File: src/sv/display_frame_settings_parser_defines.svh
// assertion macros shared by the settings parser modules
`ifndef DISPLAY_FRAME_SETTINGS_PARSER_DEFINES_SVH
`define DISPLAY_FRAME_SETTINGS_PARSER_DEFINES_SVH

// same-cycle implication, disabled during reset
`define DFSP_ASSERT_NOW(lbl, clk, rst, ante, cons) \
   lbl: assert property (@(posedge clk) disable iff (rst) (ante) |-> (cons)) \
      else $error("dfsp check failed");

// next-cycle implication, disabled during reset
`define DFSP_ASSERT_NEXT(lbl, clk, rst, ante, cons) \
   lbl: assert property (@(posedge clk) disable iff (rst) (ante) |=> (cons)) \
      else $error("dfsp check failed");

`endif

File: src/sv/dfsp_pkg.sv
// types, constants and widget packing for the display frame settings parser
package dfsp_pkg;

   localparam logic [7:0] HDR0     = 8'h5A;
   localparam logic [7:0] HDR1     = 8'hA5;
   localparam logic [7:0] CMD_READ = 8'h83;
   localparam logic [8:0] MIN_VALUE_LEN = 9'd9;

   localparam logic [15:0] ADDR_TEMP_UNIT = 16'h5110;
   localparam logic [15:0] ADDR_TEMP_EN   = 16'h5111;
   localparam logic [15:0] ADDR_PRESS_UNIT = 16'h5120;
   localparam logic [15:0] ADDR_PRESS_EN  = 16'h5121;
   localparam logic [15:0] ADDR_HUM_EN    = 16'h5131;
   localparam logic [15:0] ADDR_AQI_EN    = 16'h5141;

   localparam logic [2:0] PARAM_NONE  = 3'd0;
   localparam logic [2:0] PARAM_PRESS = 3'd1;
   localparam logic [2:0] PARAM_TEMP  = 3'd2;
   localparam logic [2:0] PARAM_HUMID = 3'd3;
   localparam logic [2:0] PARAM_AIR   = 3'd4;

   localparam logic [2:0] UNIT_F        = 3'd0;
   localparam logic [2:0] UNIT_C        = 3'd1;
   localparam logic [2:0] UNIT_MM_WATER = 3'd2;
   localparam logic [2:0] UNIT_RH       = 3'd3;
   localparam logic [2:0] UNIT_PA       = 3'd4;
   localparam logic [2:0] UNIT_NONE     = 3'd5;

   localparam logic [1:0] LAST_SLOT = 2'd3;

   typedef struct packed {
      logic temp_unit;
      logic press_unit;
      logic temp_en;
      logic press_en;
      logic hum_en;
      logic aqi_en;
   } settings_type;

   typedef struct packed {
      logic [2:0] unit;
      logic [2:0] param;
   } widget_type;

   typedef widget_type [3:0] widget_set_type;

   // enabled parameters packed from slot 0 upward, blanks after them
   function automatic widget_set_type pack_widgets(input settings_type s);
      widget_set_type set;
      widget_type     cand [4];
      logic [3:0]     en;
      logic [2:0]     n;
      set = '0;
      for (int i = 0; i < 4; i++) begin
         set[i].param = PARAM_NONE;
         set[i].unit  = UNIT_NONE;
      end
      cand[0].param = PARAM_TEMP;
      cand[0].unit  = s.temp_unit ? UNIT_C : UNIT_F;
      cand[1].param = PARAM_PRESS;
      cand[1].unit  = s.press_unit ? UNIT_PA : UNIT_MM_WATER;
      cand[2].param = PARAM_HUMID;
      cand[2].unit  = UNIT_RH;
      cand[3].param = PARAM_AIR;
      cand[3].unit  = UNIT_NONE;
      en = {s.aqi_en, s.hum_en, s.press_en, s.temp_en};
      n  = 3'd0;
      for (int i = 0; i < 4; i++) begin
         if (en[i]) begin
            set[n[1:0]] = cand[i];
            n = n + 3'd1;
         end
      end
      return set;
   endfunction

endpackage

File: src/sv/display_frame_settings_parser.sv
// top level of the display frame settings parser
//
// Takes received link bytes on the req_ stream, one byte per item, and hunts
// for settings frames (header, length, command, address, word count, value).
// A read-command frame of nine bytes or more aimed at one of the six setting
// addresses updates a unit or enable flag and then sends a run of four widget
// assignments on the rsp_ stream, slots 0 to 3, with tlast on the fourth.
// A byte accepted into the input register is parsed from there; the byte that
// ends an updating frame loads the result register, which offers the first widget.
// Throughput: one byte per cycle when not stalled as below; the input and result
// registers work in parallel, so bytes keep flowing while a run is played out.
// A run holds the result register for four accepted items; a second run that
// completes before the first has drained stalls req_tready until it is free.
// When the receiver holds rsp_tready low the current widget stays put and
// the input stalls only once a byte that ends an updating frame is waiting.
// Reset (synchronous, active high) drops any partial frame, returns to the
// header hunt and clears all unit and enable flags.

module display_frame_settings_parser (
   input  logic       clock,
   input  logic       reset,
   input  logic       req_tvalid,
   output logic       req_tready,
   input  logic [7:0] req_tdata,  // [7:0] rx_byte
   output logic       rsp_tvalid,
   input  logic       rsp_tready,
   output logic [7:0] rsp_tdata,  // [1:0] widget_index, [4:2] parameter_code, [7:5] unit_code
   output logic       rsp_tlast   // last_widget
);

   logic                   load_valid;
   logic                   load_ready;
   dfsp_pkg::settings_type load_settings;

   dfsp_parser u_parser (
      .clock         (clock),
      .reset         (reset),
      .req_tvalid    (req_tvalid),
      .req_tready    (req_tready),
      .req_tdata     (req_tdata),
      .load_valid    (load_valid),
      .load_ready    (load_ready),
      .load_settings (load_settings)
   );

   dfsp_widget_out u_widget_out (
      .clock         (clock),
      .reset         (reset),
      .load_valid    (load_valid),
      .load_ready    (load_ready),
      .load_settings (load_settings),
      .rsp_tvalid    (rsp_tvalid),
      .rsp_tready    (rsp_tready),
      .rsp_tdata     (rsp_tdata),
      .rsp_tlast     (rsp_tlast)
   );

endmodule

File: src/sv/dfsp_parser.sv
// input register and frame parser that updates the display settings
`include "display_frame_settings_parser_defines.svh"

module dfsp_parser (
   input  logic                  clock,
   input  logic                  reset,
   input  logic                  req_tvalid,
   output logic                  req_tready,
   input  logic [7:0]            req_tdata,
   output logic                  load_valid,
   input  logic                  load_ready,
   output dfsp_pkg::settings_type load_settings
);

   localparam logic [8:0] POS_HDR0  = 9'd0;
   localparam logic [8:0] POS_HDR1  = 9'd1;
   localparam logic [8:0] POS_LEN   = 9'd2;
   localparam logic [8:0] POS_CMD   = 9'd3;
   localparam logic [8:0] POS_ADDRH = 9'd4;
   localparam logic [8:0] POS_ADDRL = 9'd5;
   localparam logic [8:0] POS_WC    = 9'd6;
   localparam logic [8:0] POS_VALH  = 9'd7;
   localparam logic [8:0] POS_VALL  = 9'd8;

   logic       in_valid_ff, in_valid_in;
   logic [7:0] in_byte_ff;

   logic [8:0]  pos_ff, pos_in;
   logic [8:0]  len_ff, len_in;
   logic [7:0]  cmd_ff, cmd_in;
   logic [15:0] addr_ff, addr_in;
   logic [7:0]  wc_ff, wc_in;
   logic [7:0]  valh_ff, valh_in;
   logic [7:0]  vall_ff, vall_in;
   dfsp_pkg::settings_type set_ff, set_in;

   logic       finish, frame_ok, addr_hit, zero, emit, advance;
   logic [8:0] frame_len;

   always_comb begin
      pos_in    = pos_ff;
      len_in    = len_ff;
      cmd_in    = cmd_ff;
      addr_in   = addr_ff;
      wc_in     = wc_ff;
      valh_in   = valh_ff;
      vall_in   = vall_ff;
      set_in    = set_ff;
      finish    = 1'b0;
      frame_len = len_ff;
      addr_hit  = 1'b1;
      if (pos_ff == POS_HDR0 && in_byte_ff != dfsp_pkg::HDR0) begin
         pos_in = pos_ff;
      end else if (pos_ff == POS_HDR1 && in_byte_ff != dfsp_pkg::HDR1) begin
         pos_in = POS_HDR0;
      end else begin
         unique case (pos_ff)
            POS_LEN:   len_in  = {1'b0, in_byte_ff} + 9'd3;
            POS_CMD:   cmd_in  = in_byte_ff;
            POS_ADDRH: addr_in = {in_byte_ff, addr_ff[7:0]};
            POS_ADDRL: addr_in = {addr_ff[15:8], in_byte_ff};
            POS_WC:    wc_in   = in_byte_ff;
            POS_VALH:  valh_in = in_byte_ff;
            POS_VALL:  vall_in = in_byte_ff;
            default:   ;
         endcase
         pos_in    = pos_ff + 9'd1;
         frame_len = len_in;
         if (len_in != 9'd0 && pos_in >= len_in) begin
            finish = 1'b1;
            pos_in = POS_HDR0;
            len_in = 9'd0;
         end
      end
      frame_ok = finish && frame_len >= dfsp_pkg::MIN_VALUE_LEN
                 && cmd_in == dfsp_pkg::CMD_READ && wc_in != 8'd0;
      zero = (valh_in == 8'd0) && (vall_in == 8'd0);
      if (frame_ok) begin
         unique case (addr_in)
            dfsp_pkg::ADDR_TEMP_UNIT:  set_in.temp_unit  = !zero;
            dfsp_pkg::ADDR_TEMP_EN:    set_in.temp_en    = zero;
            dfsp_pkg::ADDR_PRESS_UNIT: set_in.press_unit = !zero;
            dfsp_pkg::ADDR_PRESS_EN:   set_in.press_en   = zero;
            dfsp_pkg::ADDR_HUM_EN:     set_in.hum_en     = zero;
            dfsp_pkg::ADDR_AQI_EN:     set_in.aqi_en     = zero;
            default:                   addr_hit = 1'b0;
         endcase
      end
      emit = frame_ok && addr_hit;
   end

   assign load_valid    = in_valid_ff && emit;
   assign load_settings = set_in;
   // an item that starts a widget run waits for the output stage
   assign advance       = in_valid_ff && (!emit || load_ready);
   assign req_tready    = !in_valid_ff || advance;

   always_comb begin
      if (req_tvalid && req_tready) begin
         in_valid_in = 1'b1;
      end else if (advance) begin
         in_valid_in = 1'b0;
      end else begin
         in_valid_in = in_valid_ff;
      end
   end

   always_ff @(posedge clock) begin
      if (reset) begin
         in_valid_ff <= 1'b0;
         pos_ff      <= 9'd0;
         len_ff      <= 9'd0;
         set_ff      <= '0;
      end else begin
         in_valid_ff <= in_valid_in;
         if (advance) begin
            pos_ff <= pos_in;
            len_ff <= len_in;
            set_ff <= set_in;
         end
      end
   end

   always_ff @(posedge clock) begin
      if (req_tvalid && req_tready) begin
         in_byte_ff <= req_tdata;
      end
      if (advance) begin
         cmd_ff  <= cmd_in;
         addr_ff <= addr_in;
         wc_ff   <= wc_in;
         valh_ff <= valh_in;
         vall_ff <= vall_in;
      end
   end

   `DFSP_ASSERT_NOW(a_hunt_no_len, clock, reset, pos_ff <= POS_LEN, len_ff == 9'd0)
   `DFSP_ASSERT_NOW(a_pos_below_len, clock, reset, len_ff != 9'd0, pos_ff < len_ff)

endmodule

File: src/sv/dfsp_widget_out.sv
// result register that plays out one run of four widget assignments
`include "display_frame_settings_parser_defines.svh"

module dfsp_widget_out (
   input  logic                  clock,
   input  logic                  reset,
   input  logic                  load_valid,
   output logic                  load_ready,
   input  dfsp_pkg::settings_type load_settings,
   output logic                  rsp_tvalid,
   input  logic                  rsp_tready,
   output logic [7:0]            rsp_tdata,
   output logic                  rsp_tlast
);

   logic                     valid_ff, valid_in;
   logic [1:0]               slot_ff, slot_in;
   dfsp_pkg::widget_set_type widgets_ff;
   dfsp_pkg::widget_type     cur;
   logic                     take, load;

   assign take       = valid_ff && rsp_tready;
   assign load_ready = !valid_ff || (take && slot_ff == dfsp_pkg::LAST_SLOT);
   assign load       = load_valid && load_ready;

   always_comb begin
      valid_in = valid_ff;
      slot_in  = slot_ff;
      if (load) begin
         valid_in = 1'b1;
         slot_in  = 2'd0;
      end else if (take) begin
         if (slot_ff == dfsp_pkg::LAST_SLOT) begin
            valid_in = 1'b0;
         end
         slot_in = slot_ff + 2'd1;
      end
   end

   always_ff @(posedge clock) begin
      if (reset) begin
         valid_ff <= 1'b0;
         slot_ff  <= 2'd0;
      end else begin
         valid_ff <= valid_in;
         slot_ff  <= slot_in;
      end
   end

   always_ff @(posedge clock) begin
      if (load) begin
         widgets_ff <= dfsp_pkg::pack_widgets(load_settings);
      end
   end

   assign cur        = widgets_ff[slot_ff];
   assign rsp_tvalid = valid_ff;
   assign rsp_tdata  = {cur.unit, cur.param, slot_ff};
   assign rsp_tlast  = (slot_ff == dfsp_pkg::LAST_SLOT);

   `DFSP_ASSERT_NEXT(a_load_starts_run, clock, reset, load, valid_ff && slot_ff == 2'd0)
   `DFSP_ASSERT_NEXT(a_run_ends, clock, reset,
      take && slot_ff == dfsp_pkg::LAST_SLOT && !load_valid, !valid_ff)

endmodule

File: config.mk
export PLATFORM = sky130hd
export DESIGN_NAME = display_frame_settings_parser
export DESIGN_NICKNAME = d
export VERILOG_FILES = /design/src/sv/dfsp_pkg.sv /design/src/sv/display_frame_settings_parser.sv /design/src/sv/dfsp_parser.sv /design/src/sv/dfsp_widget_out.sv
export VERILOG_INCLUDE_DIRS = /design/src /design/src/sv
export SDC_FILE = /design/constraint.sdc
export NUM_CORES = 1
export LEC_CHECK = 0
export ABC_AREA = 1
export BUFFER_PORTS_ARGS = -buffer_cell sky130_fd_sc_hd__buf_2
export CAP_MARGIN = 5
export CORE_MARGIN = 10
export CORE_UTILIZATION = 54
export CTS_CLUSTER_DIAMETER = 40
export DETAILED_ROUTE_END_ITERATION = 16
export GPL_ROUTABILITY_DRIVEN = 0
export PLACE_DENSITY = 0.71
export SLEW_MARGIN = 40
export SYNTH_ARGS = -nofsm -noshare
export SYNTH_HDL_FRONTEND = slang
export SYNTH_SLANG_ARGS = --single-unit
File: constraint.sdc
create_clock -name clock -period 5.4 [get_ports clock]
set_input_delay 1.35 -clock clock [delete_from_list [all_inputs] [get_ports clock]]
set_output_delay 1.35 -clock clock [all_outputs]
set_load 0.01 [all_outputs]
After elaboration in Yosys (flattened, before gate mapping)
Index checks and enable logic that the tools add are counted.
{"block": "totals", "ff_bits": 108, "in_bits": 12, "output_inout_bits": 11, "wordCells": 166}
{"block": "op_classes", "add_sub_neg": 5, "n_lt_le_gt_ge": 9, "eq_ne": 18, "n_mux": 64, "n_bitwise": 8, "n_reduce_logical": 37}
{"op": "$mux 24", "n": 5}
{"op": "$eq 16x15->1 const B", "n": 6}
{"op": "$mux 8", "n": 12}
{"op": "$mux 9", "n": 8}
{"op": "$mux 6", "n": 7}
{"op": "$demux 6 s2", "n": 3}
{"op": "$eq 9x3->1 const B", "n": 4}
{"op": "$mux 16", "n": 2}
{"op": "$pmux 16 s2", "n": 1}
{"op": "$bwmux 24", "n": 1}
{"op": "$eq 9x2->1 const B", "n": 2}
{"op": "$mux 1", "n": 18}
{"op": "$logic_and 1x1->1", "n": 17}
{"op": "$logic_not 8->1", "n": 2}
{"op": "$or 16x16->16", "n": 1}
{"op": "$and 12x12->12", "n": 1}
{"op": "$bmux 6 s2", "n": 1}
{"op": "$lt 2x3->1 const B", "n": 4}
{"op": "$not 12->12", "n": 1}
{"op": "$or 12x12->12", "n": 1}
{"op": "$mux 2", "n": 5}
{"op": "$add 8x2->9 const B", "n": 1}
{"op": "$add 9x1->9 const B", "n": 1}
{"op": "$eq 9x1->1 const B", "n": 1}
{"op": "other kinds (23)", "n": 36}

Logic depth before layout (Yosys ltp)
Gate-level depths: netlist of run 1.
{"block": "logic_depth", "word_depth": 30, "depth_mapped": 28, "mapped_depth_nobuf": 27}

Modules after synthesis
Synthesis of run 1 repeated with hierarchy kept, for this count alone.
{"block": "hier_totals", "cells_unflattened": 826, "hier_area_um2": 6303.5}
{"mod": "dfsp_parser", "instances": 1, "cells_each": 688, "area_each_um2": 5121.2}
{"mod": "dfsp_widget_out", "instances": 1, "cells_each": 138, "area_each_um2": 1182.4}

Worst setup path after synthesis of run 1
OpenSTA, ideal clock, no wires.
{"block": "synth_path", "kind": "register -> output", "startpoint": "register u_parser.in_byte_ff[0]", "endpoint": "output req_tready", "arrival_ns": 2.892, "slack_ns": 1.158, "stages_incl_launch_ff": 17, "path_cell_list": "edfxtp_1 -> inv_1 -> ha_1 -> nor2_1 -> nand3_1 -> o21ai_0 -> o21ai_1 -> ha_1 -> inv_1 -> nor3_1 -> nand2_1 -> o2111ai_1 -> nand3_2 -> nor2_4 -> buf_8 -> and2_2 -> nand3_1"}
{"block": "synth_between", "elab_chain_cells": 18}
{"element": "start, declared", "line_no": "dfsp_parser.sv:26", "rtl": "logic [7:0] in_byte_ff;"}
{"element": "start signal, assigned", "line_no": "dfsp_parser.sv:126", "rtl": "in_byte_ff <= req_tdata;"}
{"element": "$add 8x2->9", "line_no": "dfsp_parser.sv:58", "rtl": "POS_LEN: len_in = {1'b0, in_byte_ff} + 9'd3;"}
{"element": "$mux 9", "line_no": "dfsp_parser.sv:57", "rtl": "unique case (pos_ff)"}
{"element": "$mux 9", "line_no": "dfsp_parser.sv:54", "rtl": "end else if (pos_ff == POS_HDR1 && in_byte_ff != dfsp_pkg::HDR1) begin"}
{"element": "$mux 9", "line_no": "dfsp_parser.sv:52", "rtl": "if (pos_ff == POS_HDR0 && in_byte_ff != dfsp_pkg::HDR0) begin"}
{"element": "$ge 9x9->1 / $reduce_bool 9->1 (equally long branches)", "line_no": "dfsp_parser.sv:69", "rtl": "if (len_in != 9'd0 && pos_in >= len_in) begin"}
{"element": "$logic_and 1x1->1", "line_no": "dfsp_parser.sv:69"}
{"element": "$mux 1", "line_no": "dfsp_parser.sv:69"}
{"element": "$mux 1", "line_no": "dfsp_parser.sv:54"}
{"element": "$mux 1", "line_no": "dfsp_parser.sv:52"}
{"element": "$logic_and 1x1->1", "line_no": "dfsp_parser.sv:75", "rtl": "frame_ok = finish && frame_len >= dfsp_pkg::MIN_VALUE_LEN"}
{"element": "$logic_and 1x1->1 (2 in a row)", "line_no": "dfsp_parser.sv:76", "rtl": "&& cmd_in == dfsp_pkg::CMD_READ && wc_in != 8'd0;"}
{"element": "$mux 1", "line_no": "dfsp_parser.sv:78", "rtl": "if (frame_ok) begin"}
{"element": "$logic_and 1x1->1 (*)", "line_no": "dfsp_parser.sv:89", "rtl": "emit = frame_ok && addr_hit;"}
{"element": "$logic_not 1->1 (*)", "line_no": "dfsp_parser.sv:95", "rtl": "assign advance = in_valid_ff && (!emit || load_ready);"}
{"element": "$logic_or 1x1->1 (*)", "line_no": "dfsp_parser.sv:95"}
{"element": "$logic_and 1x1->1 (*)", "line_no": "dfsp_parser.sv:95"}
{"element": "$logic_or 1x1->1 (*)", "line_no": "dfsp_parser.sv:96", "rtl": "assign req_tready = !in_valid_ff || advance;"}
{"element": "end, declared", "line_no": "display_frame_settings_parser.sv:23", "rtl": "output logic req_tready,"}
Mark *: on every way between the ends. The rest lies on a longest branch, timed or not. The select of a mux whose other input is x is not followed.

Worst setup path after layout of run 1
Same ends and word-level chain as after synthesis.

==> results of run 1 <==
worst min-delay path: stages (launching register included):
cell     delay, ps
dfxtp_1        310
nand2_1         60
a21oi_1         50
cell type report:
type / instances / area, sq um / share of cell area (%)
multi-input combinational: 604 / 3110 / 44.7
sequential: 102 / 2780 / 40.0
inverter: 122 / 463 / 6.66
clock buffer: 10 / 229 / 3.29
tap: 143 / 179 / 2.57
timing repair buffer: 28 / 155 / 2.23
clock inverter: 6 / 37.5 / 0.540
per-layer routing:
| layer | GRT usage (%) | routed length (microns) | up-vias |
|---|---|---|---|
| met5 | 0 | 0 | - |
| met4 | 8.80 | 380 | 0 |
| met3 | 3.18 | 856 | 29 |
| met2 | 28.0 | 6530 | 159 |
| met1 | 24.6 | 6900 | 2419 |
| li1 | - | - | 2755 |
power breakdown:
part / switching, W / internal [W]
clock: 0.000289 / 0.000311
combinational: 0.0000575 / 0.0000202
sequential: 0.0000133 / 0.000844
timing repair:
action                                  CTS  global route
endpoints found under the setup margin    0             1
buffers inserted                          0             4
resized for setup                         0             1
sequential cells by signal (all words and copies together), names as in the netlist:
register                 cells
u_parser.addr_ff            16
u_parser.cmd_ff              8
u_parser.in_byte_ff          8
u_parser.in_valid_ff         1
u_parser.len_ff              9
u_parser.pos_ff              9
u_parser.set_ff              6
u_parser.valh_ff             8
u_parser.vall_ff             8
u_parser.wc_ff               8
u_widget_out.rsp_tvalid      1
u_widget_out.slot_ff         2
u_widget_out.widgets_ff     18
how the worst max path moves through the flow:
stage | startpoint | end
after global routing | u_parser.in_byte_ff[0] | req_tready
after global placement | u_parser.in_byte_ff[0] | req_tready
final | u_parser.in_byte_ff[0] | req_tready
after CTS | u_parser.in_byte_ff[0] | req_tready
after detailed placement | u_parser.in_byte_ff[0] | req_tready
after floorplan | u_parser.in_byte_ff[0] | req_tready
stage by stage:
stage	utilization, %	hold WS (ps)	setup slack (ps)	instances
after floorplan	-	445	1160	847
after detailed placement	57.3	457	494	995
final	59.9	466	330	1015
after global routing	59.9	501	12.7	1015
after CTS	59.6	467	92.7	1011
after global placement	57.3	457	678	995
logic make-up after synthesis:
logic type               after synthesis  synth area share (%)
flip-flops                           102                  42.9
XOR/XNOR                               8                  1.08
AND/OR/NAND/NOR                      484                  34.8
buffers and inverters                141                  9.29
adder cells (fa/ha/maj)               24                  4.74
AO/OA/AOI/OAI                         88                  7.19
cell usage in the layout, fill, tap and decap left out, types with 11 or more instances in the layout:
cell type and n:
nor2_1 134, nand2_2 23, nand4_1 25, ha_1 23
nor2_4 12, buf_2 22, nor2_2 14, dfxtp_1 28
nand3_1 25, inv_1 104, nand2_1 221, edfxtp_1 74
inv_2 14, a21oi_1 32, o21ai_1 11, o21ai_0 36
==> impl_metrics.json, run 1 <==
{
  "fin_setup_tns_ps": 0,
  "p_total_w": 0.00153,
  "insertedDiodeCount": 0,
  "drt-initial-drc-count": 485,
  "initial_core_util_pct": 55.9,
  "min_period_ps": 5070,
  "dieArea_sq_um": 16800,
  "min_to": "u_parser.set_ff[5]",
  "ys_types": 45,
  "synth_seq_area_share_pct": 42.9,
  "clock_latency_ps": 360,
  "critPathBufInv": 3,
  "critical_path.endpoint_type": "primary output",
  "syn_nets": 883,
  "firstDrtPassIters": 5,
  "worst_pin_slew_ps": 799,
  "cts_num_sinks": 102,
  "max_freq_mhz": 197,
  "grt-ovfl-total": 0,
  "first_global_vias": 5042,
  "worstHoldStart": "u_parser.set_ff[5]",
  "ys.warnings.count": 0,
  "async_flop_share_pct": 0,
  "core.rowCount": 39,
  "routedWlPerCell_microns": 14.5,
  "finClkSkew_ps": 11.7,
  "clk_path_buf_depth": 2,
  "track_usage_pct": 18.3,
  "vias": 5362,
  "viasPerCell": 5.28,
  "placed_cell_area_sq_um": 6650,
  "die_y_microns": 130,
  "p_per_area_nw_per_um2": 221,
  "ys_ff_latch": 102,
  "r2r_cells": 23,
  "maxSlewViolCount": 0,
  "max_cap_violations": 0,
  "fin_area_sq_um": 6960,
  "rsz0062_at_grt": "no",
  "cts.clk_slew.worst_paths_ps": 70,
  "status": "finished, final reports clean",
  "dieWidth_microns": 130,
  "io_buffers": 22,
  "grt_pass1_wl_microns": 24700,
  "core-area_sq_um": 11600,
  "cts_max_level": 3,
  "worstSetupStartpointType": "register",
  "n_fill_cell": 1038,
  "yosys.area.top_type": "edfxtp_1",
  "synth.top_cell.area_share_pct": 34.2,
  "rrSetupSlack_ps": 750,
  "ir_worst_vdd_v": 0.000205,
  "slowest_delay_ps": 470,
  "netlist_area_sq_um": 6490,
  "clockRootBuffer": "clkbuf_16",
  "relSlewSlack_pct": 46.7,
  "layout-drive-gt1-share_pct": 14.7,
  "route.detailed.drc": 0,
  "min_path_type": "register to register",
  "crit_arrival_ps": 3720,
  "grt_start_max_net_pins": 44,
  "hold_violations": 0,
  "yosys_most_used_dff": "edfxtp_1",
  "cp_cell_sequence": "inv_1 > ha_1 > nor2_1 > nand3_1 > o21ai_0 > o21ai_1 > ha_1 > inv_1 > nor3_1 > nand2_1 > o2111ai_2 > nand3_2 > nor2_4 > and2_2 > nand3_1 > buf_2",
  "postSynthCellCount": 847,
  "critical_path.top_delay_family": "simple AND/OR/NAND/NOR gates",
  "min_path_cells": 2,
  "antenna_found_initial": 0,
  "synth_most_common_cell": "nand2_1",
  "crit_type": "register to primary output",
  "synth_edf_count": 74,
  "period_share_pct": 93.9,
  "finalSetupViolations": 0,
  "drt-total-wl_microns": 14700,
  "cts_tree": "done",
  "cellLeakagePower_nw": 3.10,
  "critPathMaxFanout": 7,
  "slowest_stage": "edfxtp_1",
  "layout.nets": 903,
  "r2r_start": "u_parser.in_byte_ff[0]",
  "boundaryPins": 23,
  "r2r_end": "u_widget_out.widgets_ff[19]",
  "cts_hold_buf": 0,
  "dpl.hpwl_microns": 10800,
  "synth_commonest_cells": "nand2_1, nor2_1, inv_1",
  "ant_nets": 0,
  "synth_area_per_cell_sq_um": 7.66,
  "synthTopCellsByArea": "edfxtp_1, nand2_1, dfxtp_1",
  "worstPathRequired_ps": 4050,
  "areaGrowthSynthToFinish_pct": 7.19,
  "path_depth": 16,
  "cts_buffers": 9
}
(Power assumes the default switching activity.)
==> inputs of run 2 (changes only) <==
- SYNTH_HIERARCHICAL: unset -> 1
==> run 2 against run 1 <==
Largest cell class unchanged. Clock-buffer cell count is 1 higher. Critical endpoint unchanged. Critical path depth is 1 higher. Clock skew is 4.2 ps lower.
==> impl_metrics.json, run 2 <==
{
  "firstDrtPassIters": 5,
  "p_int_w": 0.00123,
  "largestRegisters": "u_widget_out/widgets_ff x18, u_parser/addr_ff x16",
  "routedWlPerCell_microns": 13.7,
  "min_path_type": "register to register",
  "synth.top_cell.area_share_pct": 35.3,
  "grt-ovfl-total": 0,
  "yosys.area_share.simple_pct": 32.2,
  "initial_core_util_pct": 55.2,
  "layout_setup_ws_ps": 611,
  "ir_worst_vdd_v": 0.000199,
  "crit_start": "u_parser/pos_ff[0]",
  "track_usage_pct": 17.6,
  "vias": 5162,
  "synth_edf_count": 74,
  "yosys.area_share.xor_xnor_pct": 1.39,
  "boundaryPins": 23,
  "areaGrowthSynthToFinish_pct": 7.42,
  "synth_area_per_cell_sq_um": 7.63,
  "ys.warnings.count": 6,
  "async_flop_share_pct": 0,
  "status": "finished, final reports clean",
  "worstSetupStartpointType": "register",
  "max_freq_mhz": 209,
  "rsz0062_at_grt": "no",
  "cp_cell_sequence": "inv_1 > ha_1 > nand2_1 > nor2_1 > nand2_1 > inv_1 > nand3_1 > nand2_1 > ha_1 > nand2_1 > nor2_1 > nand3b_1 > nand4_1 > inv_1 > nor2_1 > nand4_1 > buf_2",
  "first_global_vias": 5061,
  "synth_commonest_cells": "nand2_1, inv_1, nor2_1",
  "slowest_stage": "dfxtp_1",
  "p_clk_share_pct": 39.8,
  "cellLeakagePower_nw": 3.12,
  "power_frac_comb_pct": 5.8,
  "finalSetupViolations": 0,
  "core-area_sq_um": 11400,
  "r2r_end": "u_widget_out/widgets_ff[10]",
  "n_fill_cell": 1055,
  "grt_pass1_wl_microns": 23800,
  "critical_path.endpoint_type": "primary output",
  "finClkSkew_ps": 7.50,
  "ys_ff_latch": 102,
  "layout_commonest_cell": "nand2_1",
  "layout-drive-gt1-share_pct": 10.7,
  "synth_compound_area_share_pct": 7.42,
  "worstPathRequired_ps": 4050,
  "pre_cts_slack_ps": 561,
  "layout.nets": 878,
  "dpl.hpwl_microns": 10200,
  "antenna_found_initial": 0,
  "cts_tree": "done",
  "slowest_delay_ps": 450,
  "rrSetupSlack_ps": 660,
  "netlist_area_sq_um": 6300,
  "synth_top_family_by_area": "simple AND/OR/NAND/NOR gates",
  "cts_buffers": 9,
  "path_common_cell": "nand2_1",
  "fin_setup_tns_ps": 0,
  "maxSlewViolCount": 0,
  "switching_share_pct": 22.1,
  "crit_end": "req_tready",
  "largest-register": "u_widget_out/widgets_ff",
  "max_cap_violations": 0,
  "cts.clk_slew.worst_paths_ps": 60,
  "ant_nets": 0,
  "clk_path_buf_depth": 2,
  "cts_max_level": 3,
  "postSynthCellCount": 826,
  "synth_adder_area_share_pct": 4.68,
  "yosys.area.top_type": "edfxtp_1",
  "syn_nets": 861,
  "dieArea_sq_um": 16400,
  "switching_power_w": 0.000350,
  "r2r_start": "u_parser/pos_ff[0]",
  "route.detailed.drc": 0,
  "io_buffers": 22,
  "synthMuxAreaShare_pct": 0,
  "worst_pin_slew_ps": 838,
  "drt-initial-drc-count": 513,
  "core.rowCount": 39,
  "min_period_ps": 4790,
  "synth_most_common_cell": "nand2_1",
  "p_seq_share_pct": 54.5,
  "viasPerCell": 5.21,
  "r2r_cells": 26,
  "die_y_microns": 128,
  "yosys_most_used_dff": "edfxtp_1",
  "critPathMaxFanout": 12,
  "period_share_pct": 88.7,
  "ys_types": 40,
  "drt-total-wl_microns": 13600,
  "synthTopCellsByArea": "edfxtp_1, nand2_1, dfxtp_1",
  "largest_reg_flops": 18,
  "insertedDiodeCount": 0,
  "dieWidth_microns": 128,
  "synth_seq_area_share_pct": 44.1,
  "cts_hold_buf": 0,
  "crit_arrival_ps": 3440,
  "hold_violations": 0,
  "cts_num_sinks": 102,
  "mostFrequentLayoutCells": "nand2_1, inv_1, nor2_1, edfxtp_1, a21oi_1",
  "grt_start_max_net_pins": 31,
  "clockRootBuffer": "clkbuf_16",
  "clock_latency_ps": 350,
  "crit_type": "register to primary output",
  "p_per_area_nw_per_um2": 233,
  "relSlewSlack_pct": 44.1
}
==> run 2: changes by cell type in the layout (fill, tap and decap cells not counted), sizes merged, moves of 5 or more <==
cell   change
nand2      +9
inv        +8
nand3      -5
o21ai      -6
nor2      -26
==> run 2: per-layer routing <==
layer  global-route usage [%]  vias to the layer above  share of wire, %
li1                         -                     2658                 -
met5                        0                        -                 0
met1                     22.8                     2348                47
met4                     6.56                        0               1.7
met2                     28.2                      135                46
met3                     3.85                       21               5.7
==> run 2: how the worst min path moves through the flow <==
stage | from | to | slack (ps) | depth (start not counted)
global placement | u_parser/set_ff[5] | u_parser/set_ff[5] | 470 | 2
floorplan | u_parser/set_ff[5] | u_parser/set_ff[5] | 460 | 2
detailed placement | u_parser/set_ff[5] | u_parser/set_ff[5] | 480 | 2
finish | u_parser/set_ff[5] | u_parser/set_ff[5] | 490 | 2
CTS | u_parser/set_ff[5] | u_parser/set_ff[5] | 490 | 2
global route | u_parser/set_ff[5] | u_parser/set_ff[5] | 510 | 2
==> run 2: cell type report <==
type	count	area, sq um	area share, %
Sequential cell	102	2780	41.1
Timing Repair Buffer	26	153	2.25
Clock buffer	11	233	3.44
Clock inverter	4	47.5	0.702
Inverter	130	494	7.30
Tap cell	143	179	2.64
Multi-Input combinational cell	574	2880	42.6
==> run 2: logic make-up after synthesis <==
family | Yosys count
AND/OR/NAND/NOR | 456
buffers and inverters | 150
flip-flops | 102
AO/OA/AOI/OAI | 85
adder cells (fa/ha/maj) | 23
XOR/XNOR | 10
==> run 2: metrics by stage <==
step           utilization, %  instances  cell area [sq um]  hold WS (ps)  total power [W]
2_1_floorplan               -        826               6300           455         0.000938
3_3_place_gp             56.7        973               6470           467         0.000963
3_5_place_dp             56.7        973               6470           480         0.000967
4_1_cts                  59.1        988               6750           490          0.00159
5_1_grt                  59.3        990               6770           513          0.00165
6_report                 59.3        990               6770           489          0.00158
==> run 2: power groups by stage <==
stage / clock network (W) / registers, W / logic, W
2_1_floorplan: 0 / 0.000868 / 0.0000691
3_3_place_gp: 0 / 0.000877 / 0.0000866
3_5_place_dp: 0 / 0.000877 / 0.0000894
4_1_cts: 0.000643 / 0.000860 / 0.0000899
5_1_grt: 0.000681 / 0.000861 / 0.000104
6_report: 0.000629 / 0.000861 / 0.0000911
==> run 2: what timing repair did <==
| action | in CTS | in global routing |
|---|---|---|
| setup endpoints to repair | 0 | 8 |
| gates resized for setup | 0 | 1 |
| setup buffers | 0 | 2 |
==> run 2: worst max-delay path, delay by kind of cell, from the launching register on <==
family                   cells  cell delay [ps]
buffers and inverters        4              580
AND/OR/NAND/NOR             11             1510
flip-flops                   1              450
adder cells (fa/ha/maj)      2              540
==> inputs of run 3 (changes only) <==
- ABC_AREA: 1 -> unset
==> run 3 against run 2 <==
Die area shrank 4.1%. Non-clock buffer count rose by 14. First-iteration DRC count fell by 19%. Largest power group unchanged. Global-route usage down 0.32 points.
==> impl_metrics.json, run 3 <==
{
  "drt-initial-drc-count": 413,
  "yosys.area_share.simple_pct": 16.0,
  "r2r_cells": 19,
  "synth_most_common_cell": "edfxtp_1",
  "worstSetupStartpointType": "register",
  "grt-ovfl-total": 0,
  "yosys.area_share.xor_xnor_pct": 1.75,
  "max_freq_mhz": 191,
  "r2r_start": "u_parser/pos_ff[2]",
  "synth.top_cell.area_share_pct": 37.0,
  "insertedDiodeCount": 0,
  "ys_ff_latch": 102,
  "r2r_end": "u_widget_out/widgets_ff[3]",
  "slowest_delay_ps": 650,
  "dpl.hpwl_microns": 9860,
  "boundaryPins": 23,
  "ir_worst_vdd_v": 0.000218,
  "synth_area_per_cell_sq_um": 11.4,
  "synth_adder_area_share_pct": 4.92,
  "period_share_pct": 97.0,
  "largest_reg_flops": 18,
  "cts_hold_buf": 0,
  "rrSetupSlack_ps": 160,
  "vias": 4438,
  "cellLeakagePower_nw": 2.24,
  "min_path_cells": 2,
  "cts_num_sinks": 102,
  "track_usage_pct": 17.3,
  "synth_seq_area_share_pct": 46.4,
  "largestRegisters": "u_widget_out/widgets_ff x18, u_parser/addr_ff x16",
  "io_buffers": 22,
  "antenna_found_initial": 0,
  "postSynthCellCount": 525,
  "firstDrtPassIters": 5,
  "layout-drive-gt1-share_pct": 23.1,
  "cp_cell_sequence": "nor4_4 > buf_4 > and2_1 > nand2_1 > nand2_1 > o21ai_1 > ha_1 > nand2b_1 > a2111oi_0 > nor3_2 > o22ai_2 > a2111oi_4 > buf_12 > nand4_1 > mux2_2 > fa_1 > nand2b_1 > a21oi_4 > a211o_1",
  "synth_compound_area_share_pct": 16.9,
  "crit_type": "register to register",
  "synth_edf_count": 74,
  "hold_violations": 0,
  "first_global_vias": 4281,
  "ys_types": 86,
  "ant_nets": 0,
  "clockRootBuffer": "clkbuf_8",
  "crit_arrival_ps": 5380,
  "relSlewSlack_pct": 50.6,
  "synthMuxAreaShare_pct": 10.0,
  "cts_max_level": 3,
  "initial_core_util_pct": 55.3,
  "yosys.area.top_type": "edfxtp_1",
  "netlist_area_sq_um": 6000,
  "critPathBufInv": 2,
  "async_flop_share_pct": 0,
  "yosys_most_used_dff": "edfxtp_1",
  "slowest_stage": "a2111oi_0",
  "core-area_sq_um": 10800,
  "finalSetupViolations": 0,
  "cts_tree": "done",
  "clock_latency_ps": 390,
  "cts.clk_slew.worst_paths_ps": 90,
  "critPathMaxFanout": 9,
  "clk_path_buf_depth": 2,
  "max_cap_violations": 0,
  "worst_pin_slew_ps": 740,
  "critical_path.endpoint_type": "register",
  "core.rowCount": 38,
  "path_depth": 19,
  "min_path_type": "register to register",
  "areaGrowthSynthToFinish_pct": 8.18,
  "status": "finished, final reports clean",
  "ys.warnings.count": 6,
  "largest-register": "u_widget_out/widgets_ff",
  "min_period_ps": 5240,
  "drt-total-wl_microns": 13800,
  "cts_buffers": 9,
  "min_to": "u_parser/len_ff[5]",
  "worstHoldStart": "u_parser/len_ff[5]",
  "viasPerCell": 6.43,
  "finClkSkew_ps": 10.1,
  "p_total_w": 0.00143,
  "synth_top_family_by_area": "compound AO/OA/AOI/OAI gates",
  "dieWidth_microns": 125,
  "layout_commonest_cell": "edfxtp_1",
  "critical_path.top_delay_family": "compound AO/OA/AOI/OAI gates",
  "worstPathRequired_ps": 5540,
  "route.detailed.drc": 0,
  "routedWlPerCell_microns": 20.0,
  "synthTopCellsByArea": "edfxtp_1, dfxtp_1, mux2_2",
  "mostFrequentLayoutCells": "edfxtp_1, mux2_2, nand2_1, dfxtp_1, nand3_1",
  "synth_commonest_cells": "edfxtp_1, mux2_2, nand2_1",
  "grt_pass1_wl_microns": 22500,
  "maxSlewViolCount": 0,
  "dieArea_sq_um": 15700,
  "die_y_microns": 125,
  "grt_start_max_net_pins": 58,
  "syn_nets": 560,
  "p_per_area_nw_per_um2": 221,
  "utilization_pct": 59.9,
  "layout.nets": 580
}
-- run 3: cell count changes in the layout (fill, tap and decap cells not counted), moves of 9 or more --
cell | before | now
a21oi_1 | 36 | 13
a22o_1 | 0 | 19
buf_4 | 3 | 17
clkbuf_16 | 9 | 0
clkbuf_8 | 0 | 9
inv_1 | 121 | 20
mux2_2 | 0 | 32
nand2_1 | 243 | 29
nand2_2 | 12 | 1
nand4_1 | 22 | 8
nor2_1 | 118 | 24
nor2_2 | 11 | 0
o21ai_0 | 25 | 13
-- run 3: logic make-up (layout without fill, tap and decap cells) --
group	Yosys count	after routing
AO/OA/AOI/OAI	123	123
XOR/XNOR	12	12
flip-flops	102	102
AND/OR/NAND/NOR	165	165
buffers and inverters	52	77
multiplexers	48	48
adder cells (fa/ha/maj)	23	23
-- run 3: worst register-to-register path: stages (launching register included) --
cell and delay [ps]:
dfxtp_1 420, nor4_4 320, buf_4 190, and2_1 190, nand2_1 200, nand2_1 130
o21ai_1 90, ha_1 280, nand2b_1 130, a2111oi_0 650, nor3_2 110, o22ai_2 320
a2111oi_4 130, buf_12 170, nand4_1 130, mux2_2 430, fa_1 540, nand2b_1 210
a21oi_4 70, a211o_1 280
-- run 3: stage by stage --
stage	hold slack (ps)	std cells	setup slack (ps)	setup TNS [ps]	instance area, sq um
floorplan	431	525	774	0	6000
global placement	450	673	527	0	6250
detailed placement	464	673	292	0	6250
CTS	478	689	105	0	6440
global route	514	690	-96.4	-116	6490
finish	474	690	161	0	6490
-- run 3: what timing repair did --
| item | CTS | global route |
|---|---|---|
| endpoints found under the setup margin | 0 | 8 |
| resized for setup | 0 | 7 |
| setup buffers | 0 | 1 |
-- run 3: worst max path at each step --
| stage | startpoint | slack [ps] | endpoint |
|---|---|---|---|
| 4_1_cts | u_parser/pos_ff[7] | 110 | req_tready |
| 3_3_place_gp | u_parser/pos_ff[7] | 530 | u_widget_out/widgets_ff[3] |
| 2_1_floorplan | u_parser/in_byte_ff[0] | 770 | u_widget_out/widgets_ff[3] |
| 5_1_grt | u_parser/pos_ff[2] | -100 | u_widget_out/widgets_ff[3] |
| 6_report | u_parser/pos_ff[2] | 160 | u_widget_out/widgets_ff[3] |
| 3_5_place_dp | u_parser/pos_ff[7] | 290 | u_widget_out/widgets_ff[3] |
-- run 3: metal layers --
layer,vias to the layer above,wire length [microns],track usage (%)
met5,-,0,0
met4,0,276,5.96
met3,20,780,4.65
met2,134,6720,27.7
met1,2201,6030,22.0
li1,2083,-,-
-- run 3: layout make-up --
class / count / area, sq um
inverter: 21 / 81.3
multi-input combinational: 371 / 3000
tap: 140 / 175
timing repair buffer: 40 / 258
clock buffer: 11 / 131
sequential: 102 / 2780
clock inverter: 5 / 58.8
fill: 927 / 4350
-- run 3: power breakdown --
| part | leakage (nW) | internal, W | switching, W | total (W) |
|---|---|---|---|---|
| Sequential | 0.741 | 0.000843 | 0.00000955 | 0.000852 |
| Clock | 0.0973 | 0.000217 | 0.000269 | 0.000486 |
| Combinational | 1.40 | 0.0000299 | 0.0000628 | 0.0000927 |
| Total | 2.24 | 0.00109 | 0.000341 | 0.00143 |
